## config.mk

```make
export PLATFORM = sky130hd
export DESIGN_NAME = serial_frame_deframer
export DESIGN_NICKNAME = d
export VERILOG_FILES = /design/src/rtl/sfd_pkg.sv /design/src/rtl/serial_frame_deframer.sv
export SDC_FILE = /design/constraint.sdc
export NUM_CORES = 1
export LEC_CHECK = 0
export BUFFER_PORTS_ARGS = -buffer_cell sky130_fd_sc_hd__buf_2
export CAP_MARGIN = 40
export CORE_ASPECT_RATIO = 1.1
export CORE_UTILIZATION = 55
export DETAILED_ROUTE_END_ITERATION = 12
export PLACE_DENSITY = 0.71
export SYNTH_ARGS = -nofsm -noshare
export SYNTH_HDL_FRONTEND = slang
export SYNTH_SLANG_ARGS = --single-unit
```

## constraint.sdc

```tcl
create_clock -name clk -period 5.6 [get_ports clk]
set_input_delay 1.12 -clock clk [delete_from_list [all_inputs] [get_ports clk]]
set_output_delay 1.12 -clock clk [all_outputs]
set_load 0.01 [all_outputs]
```

## src/rtl/sfd_pkg.sv

```systemverilog
// Shared constants and types for the serial frame deframer.
package sfd_pkg;

	localparam int unsigned ByteW = 8;
	localparam int unsigned ActW  = 2;

	localparam logic [ByteW-1:0] HdrFirst  = 8'hA5;
	localparam logic [ByteW-1:0] HdrSecond = 8'h5A;
	localparam logic [ByteW-1:0] Trailer   = 8'hAA;

	localparam logic [ByteW-1:0] MinLengthReset = 8'd3;
	localparam logic [ByteW-1:0] MaxLengthReset = 8'd49;

	typedef enum logic [ActW-1:0] {
		ACT_IGNORE   = 2'd0,
		ACT_PUSH     = 2'd1,
		ACT_DISCARD  = 2'd2,
		ACT_COMPLETE = 2'd3
	} action_t;

	typedef enum logic {
		CMD_BYTE    = 1'b0,
		CMD_RELEASE = 1'b1
	} command_t;

	typedef enum logic {
		REG_MIN_LENGTH = 1'b0,
		REG_MAX_LENGTH = 1'b1
	} reg_index_t;

endpackage

```

## src/rtl/serial_frame_deframer.sv

```systemverilog
// Top level of the serial frame deframer: byte classifier with a frame gate.
//
//   channel  dir  handshake          payload
//   s_       in   s_tvalid/s_tready  s_tdata = rx_byte, s_tuser = command
//   m_       out  m_tvalid/m_tready  m_tdata = type byte, m_tuser = action
//   cfg_     in   cfg_we             cfg_index, cfg_data (min/max length)
//
// One byte per cycle unless the output stalls: each transfer is classified in the
// cycle it arrives and its result lands in the output register on the same edge.
// The output register is refilled while it is being drained, so a new transfer
// is taken whenever the output is empty or taken in the same cycle.
// Reset clears the parser to wait for the first header with the gate open and
// the length bounds at 3..49.
module serial_frame_deframer (
	input  logic                      clk,
	input  logic                      arst_n,
	input  logic                      s_tvalid,
	output logic                      s_tready,
	input  logic [sfd_pkg::ByteW-1:0] s_tdata,   // [7:0] rx_byte
	input  logic                      s_tuser,   // [0] command
	output logic                      m_tvalid,
	input  logic                      m_tready,
	output logic [sfd_pkg::ByteW-1:0] m_tdata,   // [7:0] type byte of the completed frame
	output logic [sfd_pkg::ActW-1:0]  m_tuser,   // [1:0] action
	input  logic                      cfg_we,
	input  logic                      cfg_index,
	input  logic [sfd_pkg::ByteW-1:0] cfg_data
);

	typedef enum logic [2:0] {
		PH_HDR1    = 3'd0,
		PH_HDR2    = 3'd1,
		PH_LENGTH  = 3'd2,
		PH_TYPE    = 3'd3,
		PH_PAYLOAD = 3'd4,
		PH_TRAILER = 3'd5
	} phase_t;

	logic [sfd_pkg::ByteW-1:0] min_length_q, max_length_q;
	phase_t                    phase_q, phase_d;
	logic [sfd_pkg::ByteW-1:0] length_q, length_d;
	logic [sfd_pkg::ByteW-1:0] count_q, count_d;
	logic [sfd_pkg::ByteW-1:0] type_q, type_d;
	logic                      gate_q, gate_d;
	sfd_pkg::action_t          act_d, act_q;
	logic [sfd_pkg::ByteW-1:0] ftype_d, ftype_q;
	logic                      out_valid_q;
	logic                      accept;
	logic [sfd_pkg::ByteW:0]   count_inc;

	assign s_tready  = !out_valid_q || m_tready;
	assign accept    = s_tvalid && s_tready;
	assign count_inc = {1'b0, count_q} + {{sfd_pkg::ByteW{1'b0}}, 1'b1};

	always_comb begin
		phase_d  = phase_q;
		length_d = length_q;
		count_d  = count_q;
		type_d   = type_q;
		gate_d   = gate_q;
		act_d    = sfd_pkg::ACT_IGNORE;
		ftype_d  = '0;
		if (s_tuser == sfd_pkg::CMD_RELEASE) begin
			gate_d = 1'b1;
		end else if (gate_q) begin
			unique case (phase_q)
				PH_HDR1: begin
					if (s_tdata == sfd_pkg::HdrFirst) begin
						act_d   = sfd_pkg::ACT_PUSH;
						phase_d = PH_HDR2;
					end else begin
						act_d = sfd_pkg::ACT_DISCARD;
					end
				end
				PH_HDR2: begin
					if (s_tdata == sfd_pkg::HdrSecond) begin
						act_d   = sfd_pkg::ACT_PUSH;
						phase_d = PH_LENGTH;
						count_d = '0;
					end else begin
						act_d   = sfd_pkg::ACT_DISCARD;
						phase_d = PH_HDR1;
					end
				end
				PH_LENGTH: begin
					length_d = s_tdata;
					if (s_tdata >= min_length_q && s_tdata <= max_length_q) begin
						act_d   = sfd_pkg::ACT_PUSH;
						count_d = count_inc[sfd_pkg::ByteW-1:0];
						phase_d = PH_TYPE;
					end else begin
						act_d   = sfd_pkg::ACT_DISCARD;
						phase_d = PH_HDR1;
					end
				end
				PH_TYPE: begin
					act_d   = sfd_pkg::ACT_PUSH;
					type_d  = s_tdata;
					count_d = count_inc[sfd_pkg::ByteW-1:0];
					phase_d = PH_PAYLOAD;
				end
				PH_PAYLOAD: begin
					// The count runs from the length byte, so the trailer follows
					// once it reaches the length value.
					if (count_q < length_q) begin
						if (count_inc == {1'b0, length_q}) begin
							phase_d = PH_TRAILER;
						end
						act_d   = sfd_pkg::ACT_PUSH;
						count_d = count_inc[sfd_pkg::ByteW-1:0];
					end else begin
						act_d   = sfd_pkg::ACT_DISCARD;
						phase_d = PH_HDR1;
					end
				end
				PH_TRAILER: begin
					if (s_tdata == sfd_pkg::Trailer) begin
						act_d   = sfd_pkg::ACT_COMPLETE;
						ftype_d = type_q;
						gate_d  = 1'b0;
					end else begin
						act_d = sfd_pkg::ACT_DISCARD;
					end
					phase_d = PH_HDR1;
				end
				default: begin
					act_d   = sfd_pkg::ACT_DISCARD;
					phase_d = PH_HDR1;
				end
			endcase
		end
	end

	always_ff @(posedge clk or negedge arst_n) begin
		if (!arst_n) begin
			min_length_q <= sfd_pkg::MinLengthReset;
			max_length_q <= sfd_pkg::MaxLengthReset;
		end else if (cfg_we) begin
			unique case (cfg_index)
				sfd_pkg::REG_MIN_LENGTH: min_length_q <= cfg_data;
				sfd_pkg::REG_MAX_LENGTH: max_length_q <= cfg_data;
				default: ;
			endcase
		end
	end

	always_ff @(posedge clk or negedge arst_n) begin
		if (!arst_n) begin
			phase_q     <= PH_HDR1;
			length_q    <= '0;
			count_q     <= '0;
			type_q      <= '0;
			gate_q      <= 1'b1;
			out_valid_q <= 1'b0;
			act_q       <= sfd_pkg::ACT_IGNORE;
			ftype_q     <= '0;
		end else begin
			if (accept) begin
				phase_q  <= phase_d;
				length_q <= length_d;
				count_q  <= count_d;
				type_q   <= type_d;
				gate_q   <= gate_d;
				act_q    <= act_d;
				ftype_q  <= ftype_d;
			end
			if (accept) begin
				out_valid_q <= 1'b1;
			end else if (m_tready) begin
				out_valid_q <= 1'b0;
			end
		end
	end

	assign m_tvalid = out_valid_q;
	assign m_tdata  = ftype_q;
	assign m_tuser  = act_q;

endmodule
```

==> impl_results.md <==
* Status: finished, final reports clean
* Die Y at 82.5 um
* Worst min path class: reg -> reg
* Synth Net Count at 357
* Sequential area share after synthesis at 42.7%
* Grt ovf at 0
* XOR/XNOR Fraction of Synth Area at 2.16%
* Cts hold-fix bufs at 0
* Initial DRC count at 131
* IO buf count at 34
* Total clock sinks at 55
* Clk_lat worst skew at 0.30 ns
* Compound-Gate Fraction of Synth Area at 16.2%
* Final nets at 392
* Post-DRT Antenna Nets at 0
* DP HPWL at 5.01 mm
* Final core utilization at 64.7%
* Core Box Area at 5540 um2
* CP Class: in -> reg
* Type of element launching the critical path: input pin
* First-pass GRT wire length at 11.1 mm
* Adder-cell share of the synthesized area at 9.66%
* Fin Clk Skew at 0.00740 ns
* GRT Total Usage at 23.9%
* Die Width at 75.2 um
* Vias per cell at 5.80
* Simple-Gate Fraction of Synth Area at 15.6%
* N_diodes at 0
* Number of global-route vias before repair at 2403
* Clock transition at path regs at 0.10 ns
* RSZ-0062 raised after global routing: false
* Max-Cap Viols at 0
* Die footprint at 6200 um2
* Vias at 2435
* Crit path time final at 3.11 ns
* Mux contribution to synthesized area at 9.12%
* Sw Share at 36.6%
* Gpl congestion at 0.815
* H-tree Lvls at 2
* Initial antenna violation count at 0
* Setup Viol. Count Final at 0
* CTS tree: built
* Critical path endpoint category: register
* CP max FO at 8
* 1st-pass router iterations at 4
* Leak pwr at 1.71 nW
* Final period util at 55.5%
* Post-synth cell types at 56
* Post-Syn Area per Cell at 10.5 um2
* Slew Limit Fails at 0
* Synth async-reset ratio at 100%
* Drt wl/cell at 15.9 um
* Slew of the pin with the lowest slew margin at 0.886 ns
* Post-synthesis cell area at 3240 um2
* Most common cell after layout, fill and taps aside: dfrtp_1
* Fmax achieved at 322 MHz
* Pint at 0.794 mW
* Site Rows at 28
* Pre-CTS WS at 2.19 ns
* P_sw at 0.458 mW
* Final worst slack at 2.49 ns
* Worst vdd ir at 0.000175 V
* Post-DP Area at 3480 um2
* I/O pins at 35
* Total power at 1.25 mW
* Post-route insts no fill at 420
* Number of setup buffers added after CTS at 0
* WL final at 6.66 mm
* Main combinational cell family by area after synthesis: compound AO/OA/AOI/OAI gates
* Worst endpoint data arrival time at 3.30 ns
* CTS root buf: clkbuf_8
* Hold slack at 0.498 ns
* Syn-to-layout area delta at 10.5%
* Synth Warn # at 0
* Number of flops mapped to enable cells by yosys at 0
* FF+latch count, synth at 55
* Largest net degree at the start of global routing at 56
* Cells after synthesis at 309
* DRC Markers at 0
* Power per cell area at 350 nW/um2
* Combinational power share at 34.7%
* Main flop type after synthesis: dfrtp_1
* Worst EP required at 5.79 ns
* Post-route cell area at 3580 um2
* Final hold violation count at 0
* Initial Utilization at 58.5%
* PostCTS Resize Cnt at 0
* Number of CTS-inserted buffers at 5
* Most frequent cells in the layout: 49 x dfrtp_1, 34 x buf_2, 29 x inv_1, 25 x ha_1, 24 x mux2_2
* Dpl cells at 412
* Layout cells sized above 1 at 24.1%
* Setup TNS after final layout at 0 ns
* Seq pwr share at 46.9%
* Clk pwr share at 18.4%
* Clock Tree Buf Depth at 2
* Worst-case headroom to the max-slew limit at 40.8%
## registers in the layout, indices dropped and copies added, names as in the netlist, 2 cells and up
name	count
m_tuser	2
phase_q	3
max_length_q	8
min_length_q	8
m_tdata	8
count_q	8
type_q	8
length_q	8
## kinds of logic (layout without fill, tap and decap cells)
family / Yosys count / count (layout)
AND/OR/NAND/NOR: 88 / 88
AO/OA/AOI/OAI: 70 / 70
flip-flops: 55 / 55
buffers and inverters: 37 / 73
multiplexers: 26 / 26
adder cells (fa/ha/maj): 25 / 25
XOR/XNOR: 8 / 8
## power groups by stage
stage / sequential, mW / combinational, mW / clock (mW)
2_1_floorplan: 0.547 / 0.361 / 0
3_3_place_gp: 0.593 / 0.424 / 0
3_5_place_dp: 0.594 / 0.437 / 0
4_1_cts: 0.586 / 0.439 / 0.238
5_1_grt: 0.602 / 0.491 / 0.252
6_report: 0.587 / 0.434 / 0.231
## final cells by class
| cell class | count | area [um2] |
|---|---|---|
| Fill cell | 473 | 1960 |
| Tap cell | 75 | 93.8 |
| Timing Repair Buffer | 36 | 185 |
| Multi-Input combinational cell | 217 | 1710 |
| Sequential cell | 55 | 1380 |
| Clock buffer | 6 | 82.6 |
| Inverter | 29 | 109 |
| Clock inverter | 2 | 16.3 |
## worst max-delay path, cell delays in order
cell and delay, ns:
buf_2 0.15, ha_1 0.30, and3_1 0.19, nand2_1 0.06
o31a_1 0.34, o31ai_4 0.44, nand4_2 0.29, a221o_1 0.41
## cells in the mapped netlist (all sizes together), types with 3 or more instances
| cell | count | area [um2] |
|---|---|---|
| nand3 | 6 | 30.0 |
| xnor2 | 7 | 61.3 |
| o211ai | 3 | 27.5 |
| and3 | 10 | 68.8 |
| ha | 25 | 313 |
| inv | 29 | 109 |
| nor3 | 9 | 45.0 |
| o2bb2ai | 4 | 35.0 |
| nand4bb | 3 | 33.8 |
| a221o | 3 | 30.0 |
| a41oi | 4 | 35.0 |
| nand4 | 6 | 43.8 |
| nor2 | 14 | 52.6 |
| dfrtp | 49 | 1230 |
| dfstp | 6 | 158 |
| and2 | 5 | 31.3 |
| a22o | 10 | 87.6 |
| nand2 | 17 | 63.8 |
| clkbuf | 6 | 22.5 |
| nand2b | 4 | 25.0 |
| o21ai | 12 | 60.1 |
| a21oi | 13 | 68.8 |
| nor2b | 5 | 31.3 |
| mux2 | 25 | 285 |
## path summary, 6_finish.rpt
check	end	slack, ns	startpoint	cells past startpoint
setup reg to reg	count_q[3]	3.01	count_q[1]	7
setup / recovery	count_q[3]	2.49	s_tdata[7]	8
hold reg to reg	m_tdata[6]	0.50	type_q[6]	1
max in group asynchronous	min_length_q[7]	4.20	arst_n	2
hold / removal	m_tdata[6]	0.50	type_q[6]	1
min in group asynchronous	m_tvalid	0.92	arst_n	2
## metal layers
layer | global-route usage, % | vias up | routed length (um)
met5 | 0 | - | 0
met4 | 7.04 | 0 | 81
met3 | 3.16 | 6 | 128
met2 | 42.3 | 34 | 3300
met1 | 30.5 | 1194 | 3140
li1 | - | 1201 | -
Note: power is estimated with default switching activity, not from simulation.
